`config.mk`:
```
export PLATFORM = sky130hd
export DESIGN_NAME = mttc_cmp
export DESIGN_NICKNAME = d
export VERILOG_FILES = /design/src/sv/mttc_pkg.sv /design/src/sv/mttc_cmp.sv
export SDC_FILE = /design/constraint.sdc
export NUM_CORES = 1
export LEC_CHECK = 0
export BUFFER_PORTS_ARGS = -buffer_cell sky130_fd_sc_hd__buf_2
export CAP_MARGIN = 10
export CELL_PAD_IN_SITES_DETAIL_PLACEMENT = 2
export CELL_PAD_IN_SITES_GLOBAL_PLACEMENT = 2
export CORE_MARGIN = 10
export CORE_UTILIZATION = 29
export DETAILED_ROUTE_END_ITERATION = 16
export PLACE_DENSITY_LB_ADDON = 0.12
export SYNTH_ARGS = -nofsm -noshare
export SYNTH_HDL_FRONTEND = slang
export SYNTH_SLANG_ARGS = --single-unit
```
`constraint.sdc`:
```
create_clock -name vclk -period 7.2
set_input_delay 0.72 -clock vclk [all_inputs]
set_output_delay 0.72 -clock vclk [all_outputs]
set_load 0.03 [all_outputs]
```
`src/sv/mttc_pkg.sv`:
```
// Shared types and constants for the multi-track timed cue tracker.
// No dependencies; used by mttc_cmp and the top level by scoped names.
`default_nettype none
package mttc_pkg;
    localparam int NUM_TRACKS = 5;
    localparam int ID_TRACKS  = 4;
    localparam int TICK_W     = 23;
    localparam int TIME_W     = 24;
    localparam int OUT_ID_W   = 9;
    localparam int COUNT_W    = 7;
    localparam int OFF_W      = 7;

    // Early windows and jump threshold in ticks (480 ticks per beat).
    localparam logic [OFF_W-1:0] ID_WINDOW   = 7'd96;
    localparam logic [OFF_W-1:0] TICK_WINDOW = 7'd120;
    localparam logic signed [TIME_W:0] JUMP_TICKS = 25'sd240;

    // Operation codes carried in tuser.
    localparam logic OP_LOAD   = 1'b0;
    localparam logic OP_UPDATE = 1'b1;

    typedef logic [2:0] t_track;
    localparam t_track TRACK_RESING = 3'd4;

    // Request to the shared compare unit: is tick > base + offset?
    typedef struct packed {
        logic [TIME_W-1:0] base;
        logic [OFF_W-1:0]  off;
    } t_cmp_req;
endpackage
`default_nettype wire

```
`src/sv/mttc_cmp.sv`:
```
// Shared compare unit of the cue tracker: tick against a time plus a window.
// Depends on mttc_pkg.
`default_nettype none
module mttc_cmp (
    input  wire mttc_pkg::t_cmp_req              i_req,
    input  wire logic [mttc_pkg::TICK_W-1:0]     i_tick,
    output logic                                 o_gt
);
    logic [mttc_pkg::TIME_W:0] w_lhs;

    // The base is never negative here, so an unsigned compare is exact.
    always_comb begin
        w_lhs = {1'b0, i_req.base} + {{(mttc_pkg::TIME_W+1-mttc_pkg::OFF_W){1'b0}}, i_req.off};
        o_gt  = {2'b00, i_tick} > w_lhs;
    end
endmodule
`default_nettype wire

```
# == Word level (Yosys, flattened, before mapping) ==
# Cells that the tools add are included.
# totals
reg_bits,0
output_inout_bits,1
# classes
magnitude_cmp,1
add_sub_neg,1
# ops
op,n
24-bit by 7-bit adder with 25-bit output,1
23-bit by 25-bit > comparator with 1-bit output,1

# == Longest topological paths before layout ==
# Gate-level depths: netlist (run 1).
# logic_depth
word_depth,2
depth_mapped,14
mapped_depth_nobuf,14

# == Least setup slack after synthesis (run 1) ==
# Ideal clock, no wire load.
# synth_path
path_type,input -> output
from,input port i_req[0] in the netlist's numbering
to,output port o_gt
slack_ps,2984
t_arrival_ps,3496
t_required_ps,6480
cell_stages,14
n_path_buf,0
cell_sequence,ha_1 > fa_1 > a21oi_1 > o21ai_2 > o2111ai_4 > nor2_1 > xnor2_1 > ha_1 > nand2_1 > nor4_1 > nand2_1 > o211ai_1 > a31oi_1 > a211oi_2
# synth_between
elab_chain_len,2
# synth_lines
element,line,text
"start, declared",mttc_cmp.sv:5,"input wire mttc_pkg::t_cmp_req i_req,"
24-bit by 7-bit adder with 25-bit output,mttc_cmp.sv:13,"w_lhs = {1'b0, i_req.base} + {{(mttc_pkg::TIME_W+1-mttc_pkg::OFF_W){1'b0}}, i_req.off};"
23-bit by 25-bit > comparator with 1-bit output,mttc_cmp.sv:14,"o_gt = {2'b00, i_tick} > w_lhs;"
"end, declared",mttc_cmp.sv:7,output logic o_gt
# Every way passes these cells.

# == Final worst setup path (run 1) ==
# Same ends and word-level chain as after synthesis.

==> impl_metrics.py, run 1 <==
metrics = {
    "yosys": {
        "ys_seq_area_share_pct": 0,
        "synth_fp_nets": 234,
        "synth.distinct_cells": 42,
        "yosysWarnings": 0,
        "syn-cell-area_um2": 1171,
        "syn-instance-count": 149,
        "syn_avg_cell_area_um2": 7.860,
    },
    "sta": {
        "fmax_ghz": 0.2137,
        "setup_violations": 0,
        "hold_violations": 0,
        "setup_tns_ps": 0,
        "hold_slack_ps": 1891,
        "max_slew_margin_pct": 65.50,
        "fin_crit_ps": 4679,
        "fin_crit_sh_pct": 64.99,
        "maxSlewViolCount": 0,
        "setup_slack_ps": 2521,
        "rsz0062_at_grt": "no",
        "worst_pin_slew_ps": 512.8,
    },
    "setup_path": {
        "arrival_ps": 3960,
        "crit_chain": "buf_2 -> ha_1 -> fa_1 -> a21oi_1 -> o21ai_2 -> o2111ai_4 -> nor2_1 -> xnor2_1 -> ha_1 -> nand2_1 -> nor4_1 -> nand2_1 -> o211ai_1 -> a31oi_1 -> a211oi_2 -> buf_2",
        "path_buf_inv": 2,
        "cp_slowest_cell": "nor4_1",
        "crit_path_max_fanout": 5,
        "critical_path_class": "primary input to output pin",
        "critPathCaptureType": "output pin",
        "cp.depth": 16,
        "critPathTopFamily": "compound AO/OA/AOI/OAI gates",
        "startpoint_type": "primary input",
        "cp_data_required_time_ps": 6480,
        "cpPeakStageDelay_ps": 500,
    },
    "routing": {
        "vias": 1311,
        "wl_per_cell_um": 16.28,
        "drc": 0,
        "top_layer": "met3",
        "dr.pass1.iters": 2,
        "final_antenna_net_count": 0,
        "met1Wirelength_um": 1718,
        "met3_length_um": 173,
        "routed_wl_um": 4136,
        "wl_met2_um": 2244,
        "viasPerCell": 5.161,
        "drt_iter0_markers": 23,
    },
    "hold_path": {
        "hold_depth": 5,
        "holdCritPathClass": "primary input to output pin",
    },
    "place": {
        "gp_congestion": 0.7614,
        "place_inst": 254,
        "pre_cts_ws_ps": 2467,
        "place_area_um2": 1509,
        "portBuffers": 55,
        "dp_hpwl_um": 3944,
    },
    "cells_and_area": {
        "clock_buffers": 0,
        "drive_gt1_share_pct": 32.84,
        "fin_util_pct": 38.27,
        "design_area_um2": 1509,
        "area.growth.synth_to_final_pct": 28.85,
        "layout_common_cells": "55 x buf_2, 30 x ha_1, 18 x nand2_1",
        "antennaDiodeCount": 0,
        "final_cells": 254,
        "fill_cells": 468,
        "layout_commonest_cell": "buf_2",
        "flops_and_latches": 0,
        "seq_area_um2": 0,
        "layout.nets": 291,
    },
    "cts": {
        "hold_buffers": 0,
        "postCtsSetupBuffers": 0,
        "cts_resized": 0,
    },
    "floorplan": {
        "die_w_um": 83.55,
        "ioPinCount": 55,
        "rows": 23,
        "core_um2": 3943,
        "start_util_pct": 29.70,
        "die_y_um": 83.55,
        "die-area_um2": 6981,
    },
    "global_route": {
        "grt_pass1_vias": 1515,
        "grt_max_degree": 8,
        "antenna_found_initial": 0,
        "grt_usage_pct": 11.37,
        "gr-total-overflow": 0,
        "grt_pass1_wl_um": 7100,
    },
    "run": {
        "max_cap_violations": 0,
    },
    "power_and_ir_drop": {
        "ir_drop_v": 0.00002622,
        "power_mw": 0.1011,
        "leakagePower_nw": 0.7464,
        "p_per_area_nw_per_um2": 66.98,
    },
    "run_status": {
        "outcome": "finished clean",
    },
}
-- layout make-up --
type                            instances  area (um^2)  share of cell area [%]
Timing Repair Buffer                   55        275.3                   18.24
Multi-Input combinational cell        143         1149                   76.12
Tap cell                               50        62.56                   4.146
Inverter                                6        22.52                   1.493
-- layer usage --
layer	GRT usage, %	vias to the layer above
met5	0	-
met4	0	0
met3	1.660	0
met2	23.03	29
met1	12.63	611
li1	-	671
-- kinds of logic after synthesis --
family / after synthesis / share of synthesized area, %
and+or+nand+nor: 52 / 24.25
AOI/OAI and AO/OA: 39 / 24.36
adders and majority gates: 31 / 33.76
xor gates and xnor gates: 21 / 15.71
buffers and inverters: 6 / 1.923
-- where the power goes --
group          total (mW)  internal [mW]  switching, mW
clock network           0              0              0
logic               0.101         0.0476         0.0535
registers               0              0              0
-- Yosys cell counts (2+ instances only) --
master,count,share of area (%)
o21ai_0,7,3.0
nand3_1,4,1.7
o21bai_1,2,1.3
o211ai_1,2,1.3
a21oi_1,11,4.7
nor3_1,2,0.85
a21o_1,4,2.6
xnor2_1,9,6.7
ha_1,30,32
nor2b_1,2,1.1
and3_1,3,1.6
nand4_1,3,1.6
nand2_1,18,5.8
inv_1,6,1.9
xor2_1,12,9.0
nor2_1,8,2.6
-- worst min-delay path: cells and delay by family --
family,cells,cell delay (ps)
compound gates,2,130
buf+inv,3,320
-- final timing paths --
check                 startpoint  endpoint
worst max-delay path    i_req[0]      o_gt
worst min-delay path   i_req[30]      o_gt
Power figures use the tool's default switching activity.
==> run 2: changes to the inputs <==
--- a/config.mk
+++ b/config.mk
@@ -5,12 +5,13 @@
 export SDC_FILE = /design/constraint.sdc
 export NUM_CORES = 1
 export LEC_CHECK = 0
+export ABC_AREA = 1
 export BUFFER_PORTS_ARGS = -buffer_cell sky130_fd_sc_hd__buf_2
 export CAP_MARGIN = 10
 export CELL_PAD_IN_SITES_DETAIL_PLACEMENT = 2
 export CELL_PAD_IN_SITES_GLOBAL_PLACEMENT = 2
 export CORE_MARGIN = 10
-export CORE_UTILIZATION = 29
+export CORE_UTILIZATION = 25
 export DETAILED_ROUTE_END_ITERATION = 16
 export PLACE_DENSITY_LB_ADDON = 0.12
 export SYNTH_ARGS = -nofsm -noshare
==> constraint.sdc (replaced) <==
create_clock -name vclk -period 4.4
set_input_delay 0.44 -clock vclk [all_inputs]
set_output_delay 0.44 -clock vclk [all_outputs]
set_load 0.03 [all_outputs]
==> impl_metrics.py, run 2 <==
metrics = {
    "yosys": {
        "yosysWarnings": 0,
        "syn_avg_cell_area_um2": 5.974,
        "syn-instance-count": 222,
        "yosys-top-cells-area": "ha_1 28%, nand2_1 19%, inv_1 7.4%, nand3_1 6.0%, xnor2_1 5.9%",
        "synth_fp_nets": 307,
        "syn-cell-area_um2": 1326,
        "synth.most_common_cell": "nand2_1",
        "yosysTopAreaCell": "ha_1",
        "synth.distinct_cells": 23,
        "synth.top_cell.area_share_pct": 28.30,
        "ys_seq_area_share_pct": 0,
        "ys_top_cells_by_count": "68 x nand2_1, 30 x ha_1, 26 x inv_1",
    },
    "cells_and_area": {
        "clock_buffers": 0,
        "flops_and_latches": 0,
        "final_cells": 347,
        "fin_util_pct": 32.86,
        "seq_area_um2": 0,
        "antennaDiodeCount": 0,
        "layout_commonest_cell": "nand2_1",
        "design_area_um2": 1689,
        "layout.nets": 364,
        "layout_common_cells": "68 x nand2_1, 55 x buf_2, 30 x ha_1",
        "area.growth.synth_to_final_pct": 27.36,
        "drive_gt1_share_pct": 24.91,
    },
    "sta": {
        "fin_crit_sh_pct": 80.74,
        "setup_violations": 0,
        "hold_violations": 0,
        "fmax_ghz": 0.2815,
        "max_slew_margin_pct": 71.07,
        "maxSlewViolCount": 0,
        "worst_pin_slew_ps": 430.0,
        "rsz0062_at_grt": "no",
        "setup_tns_ps": 0,
        "hold_slack_ps": 1316,
        "setup_slack_ps": 847.3,
        "fin_crit_ps": 3553,
    },
    "power_and_ir_drop": {
        "leakagePower_nw": 0.9447,
        "ir_drop_v": 0.00004455,
        "p_per_area_nw_per_um2": 106.3,
        "power_mw": 0.1795,
    },
    "floorplan": {
        "die_w_um": 92.84,
        "die_y_um": 92.84,
        "die-area_um2": 8618,
        "ioPinCount": 55,
        "rows": 26,
        "core_um2": 5140,
        "start_util_pct": 25.80,
    },
    "global_route": {
        "grt_max_degree": 8,
        "gr-total-overflow": 0,
        "antenna_found_initial": 0,
        "grt_pass1_vias": 1841,
        "grt_usage_pct": 11.30,
        "grt_pass1_wl_um": 8376,
    },
    "hold_path": {
        "holdCritPathClass": "primary input to output pin",
        "worstHoldStart": "i_req[30]",
    },
    "routing": {
        "routed_wl_um": 4851,
        "dr.pass1.iters": 2,
        "final_antenna_net_count": 0,
        "drt_iter0_markers": 20,
        "vias": 1627,
        "viasPerCell": 4.689,
        "drc": 0,
        "wl_per_cell_um": 13.98,
    },
    "place": {
        "pre_cts_ws_ps": 791.2,
        "place_inst": 347,
        "portBuffers": 55,
        "gp_congestion": 0.7396,
        "place_area_um2": 1689,
        "dp_hpwl_um": 4682,
    },
    "setup_path": {
        "arrival_ps": 3110,
        "startpoint_type": "primary input",
        "critical_path_class": "primary input to output pin",
        "critPathCaptureType": "output pin",
        "crit_path_max_fanout": 4,
        "crit_start": "i_req[0]",
        "cp_data_required_time_ps": 3960,
    },
    "run_status": {
        "outcome": "finished clean",
    },
    "cts": {
        "cts_resized": 0,
        "postCtsSetupBuffers": 0,
        "hold_buffers": 0,
    },
    "run": {
        "max_cap_violations": 0,
    },
}
==> run 2: cell types whose count changed in the layout (fill, tap and decap cells not counted), moves of 3 or more <==
| cell | change |
|---|---|
| nand3_1 | +12 |
| inv_1 | +20 |
| xor2_1 | -4 |
| nand4_1 | +3 |
| and3_1 | -3 |
| nor2_1 | +10 |
| nand2_1 | +50 |
| nor2_2 | +4 |
| nor3_1 | +3 |
| o21ai_0 | -6 |
| nand2_2 | +4 |
| nand3b_1 | +3 |
==> run 2: metal layers <==
metal,up-vias,GRT usage [%],wire (um)
li1,842,-,-
met1,760,14.35,2248
met2,25,20.97,2451
met3,0,1.211,151
met4,0,0,0
met5,-,0,0
==> run 2: final cells by class <==
type                       count  area (um^2)
tap                           70        87.58
multi-input combinational    195         1225
timing repair buffer          55        275.3
fill                         728         3451
inverter                      27        101.3
==> run 2: worst max-delay path, stage by stage <==
cell and delay [ps]:
buf_2 100, ha_1 220, fa_1 410, nand3_1 80, nand2_1 120, nand2_1 140
a21oi_2 110, nand2_1 90, nand2_1 50, inv_1 50, nor2_1 40, ha_1 300
nand2_1 70, inv_1 70, nand4_1 140, nor2_1 170, nand2_1 70, nand3_1 60
nand2_1 60, nor2_1 110, buf_2 210
==> run 2: logic make-up (layout without fill, tap and decap cells) <==
family | Yosys count | count (layout) | share of synthesized area (%)
AO/OA/AOI/OAI | 17 | 17 | 7.263
XOR/XNOR | 17 | 17 | 11.23
adder cells (fa/ha/maj) | 31 | 31 | 29.81
buffers and inverters | 27 | 82 | 7.641
AND/OR/NAND/NOR | 130 | 130 | 44.06
==> run 2: power by group <==
group,switching (mW),internal (mW),total [mW]
clock,0,0,0
combinational,0.104,0.0755,0.179
sequential,0,0,0
==> run 2: final timing paths <==
check | endpoint | slack (ps) | depth (start not counted)
worst min-delay path | o_gt | 1320 | 5
worst max-delay path | o_gt | 850 | 21
==> run 3: changes to the inputs <==
--- a/config.mk
+++ b/config.mk
@@ -5,13 +5,13 @@
 export SDC_FILE = /design/constraint.sdc
 export NUM_CORES = 1
 export LEC_CHECK = 0
-export ABC_AREA = 1
+export ABC_AREA = 0
 export BUFFER_PORTS_ARGS = -buffer_cell sky130_fd_sc_hd__buf_2
 export CAP_MARGIN = 10
 export CELL_PAD_IN_SITES_DETAIL_PLACEMENT = 2
 export CELL_PAD_IN_SITES_GLOBAL_PLACEMENT = 2
 export CORE_MARGIN = 10
-export CORE_UTILIZATION = 25
+export CORE_UTILIZATION = 24
 export DETAILED_ROUTE_END_ITERATION = 16
 export PLACE_DENSITY_LB_ADDON = 0.12
 export SYNTH_ARGS = -nofsm -noshare
==> constraint.sdc (replaced) <==
create_clock -name vclk -period 3.1
set_input_delay 0.31 -clock vclk [all_inputs]
set_output_delay 0.31 -clock vclk [all_outputs]
set_load 0.03 [all_outputs]
==> impl_metrics.py, run 3 (synthesis results as in run 1) <==
metrics = {
    "global_route": {
        "grt_pass1_vias": 1813,
        "grt_pass1_wl_um": 8362,
        "grt_max_degree": 8,
        "antenna_found_initial": 0,
        "gr-total-overflow": 0,
        "grt_usage_pct": 11.51,
    },
    "cells_and_area": {
        "drive_gt1_share_pct": 49.38,
        "flops_and_latches": 0,
        "clock_buffers": 0,
        "layout_commonest_cell": "buf_2",
        "antennaDiodeCount": 0,
        "fill_cells": 587,
        "area.growth.synth_to_final_pct": 66.03,
        "layout.nets": 328,
        "layout_common_cells": "52 x buf_2, 35 x buf_4, 27 x ha_1",
        "seq_area_um2": 0,
    },
    "sta": {
        "setup_tns_ps": -290.7,
        "fin_crit_ps": 3391,
        "setup_violations": 1,
        "rsz0062_at_grt": "yes",
        "fmax_ghz": 0.2949,
        "fin_crit_sh_pct": 109.4,
        "max_slew_margin_pct": 72.12,
        "setup_slack_ps": -290.7,
        "worst_pin_slew_ps": 414.7,
        "maxSlewViolCount": 0,
        "hold_violations": 0,
    },
    "run_status": {
        "outcome": "complete, but fails checks",
        "violations": "setup timing",
    },
    "floorplan": {
        "start_util_pct": 24.79,
        "die_w_um": 89.86,
        "die-area_um2": 8074,
        "core_um2": 4723,
        "die_y_um": 89.86,
        "rows": 25,
        "ioPinCount": 55,
    },
    "routing": {
        "routed_wl_um": 4818,
        "wl_per_cell_um": 15.64,
        "dr.pass1.iters": 4,
        "drc": 0,
        "vias": 1482,
        "drt_iter0_markers": 39,
        "viasPerCell": 4.812,
        "final_antenna_net_count": 0,
    },
    "place": {
        "dp_hpwl_um": 4481,
        "pre_cts_ws_ps": -525.5,
        "portBuffers": 55,
        "gp_congestion": 0.8458,
    },
    "setup_path": {
        "startpoint_type": "primary input",
        "crit_path_max_fanout": 4,
        "arrival_ps": 3080,
        "critical_path_class": "primary input to output pin",
        "cp_data_required_time_ps": 2790,
        "critPathCaptureType": "output pin",
    },
    "power_and_ir_drop": {
        "ir_drop_v": 0.00006441,
        "leakagePower_nw": 0.9480,
        "p_per_area_nw_per_um2": 163.4,
    },
    "run": {
        "max_cap_violations": 0,
    },
    "hold_path": {
        "holdCritPathClass": "primary input to output pin",
    },
}
==> run 3: changes by cell type in the layout (fill, tap and decap cells not counted), sizes merged, moves of 3 or more <==
cell and delta:
nand3 -11, nand2 -55, nand4 -3, xor2 +4, nand3b -3, inv -21
o21ai +6, a21o +3, nor3 -4, nor2 -14, and3 +4, buf +37
==> run 3: worst max-delay path, stage by stage <==
cell and delay [ps]:
buf_6 100, ha_4 150, fa_2 370, a21oi_4 200, o21ai_4 110, nor2_2 160
nor2b_1 60, o21ai_0 210, xor2_1 250, ha_1 290, nand4_1 100, nor2_1 60
a221o_1 320, a31oi_2 190, a211oi_4 50, buf_6 160
==> run 3: routing by layer <==
metal,up-vias,track usage [%],routed length [um]
li1,742,-,-
met1,705,13.22,2091
met2,33,22.76,2521
met3,2,1.496,188
met4,0,0.3979,16
met5,-,0,0
==> run 3: what timing repair did <==
action                                  CTS  global route
endpoints found under the setup margin    1             1
setup buffers                             3             2
gates cloned                              0             0
resized for setup                        16             6
pin swaps                                13             9
hold buffers                              0             0
==> run 3: stage by stage <==
| step | util, % | cells | cell area, um^2 | hold WS (ps) | power (mW) |
|---|---|---|---|---|---|
| finish | 41.17 | 308 | 1944 | 1084 | 0.3177 |
| global route | 41.17 | 308 | 1944 | 1107 | 0.3607 |
| CTS | 40.53 | 306 | 1914 | 1089 | 0.3179 |
| detailed placement | 38.44 | 303 | 1815 | 1123 | 0.3004 |
| global placement | 38.44 | 303 | 1815 | 1107 | 0.2792 |
| floorplan | - | 149 | 1216 | 837.7 | 0.1550 |
==> run 3: final timing paths <==
path | from | endpoint | slack, ps | cells after the start
max | i_req[7] | o_gt | -290 | 16
min | i_req[30] | o_gt | 1080 | 5
==> run 3: area by class of cell <==
cell class / instances / area [um^2] / area share, %
inverter: 6 / 22.52 / 1.158
multi-input combinational: 143 / 1259 / 64.74
tap: 67 / 83.83 / 4.311
timing repair buffer: 92 / 579.3 / 29.79
==> run 3: power breakdown <==
group | total (mW) | switching [mW] | internal, mW
clock network | 0 | 0 | 0
registers | 0 | 0 | 0
logic | 0.318 | 0.154 | 0.164
total | 0.318 | 0.154 | 0.164
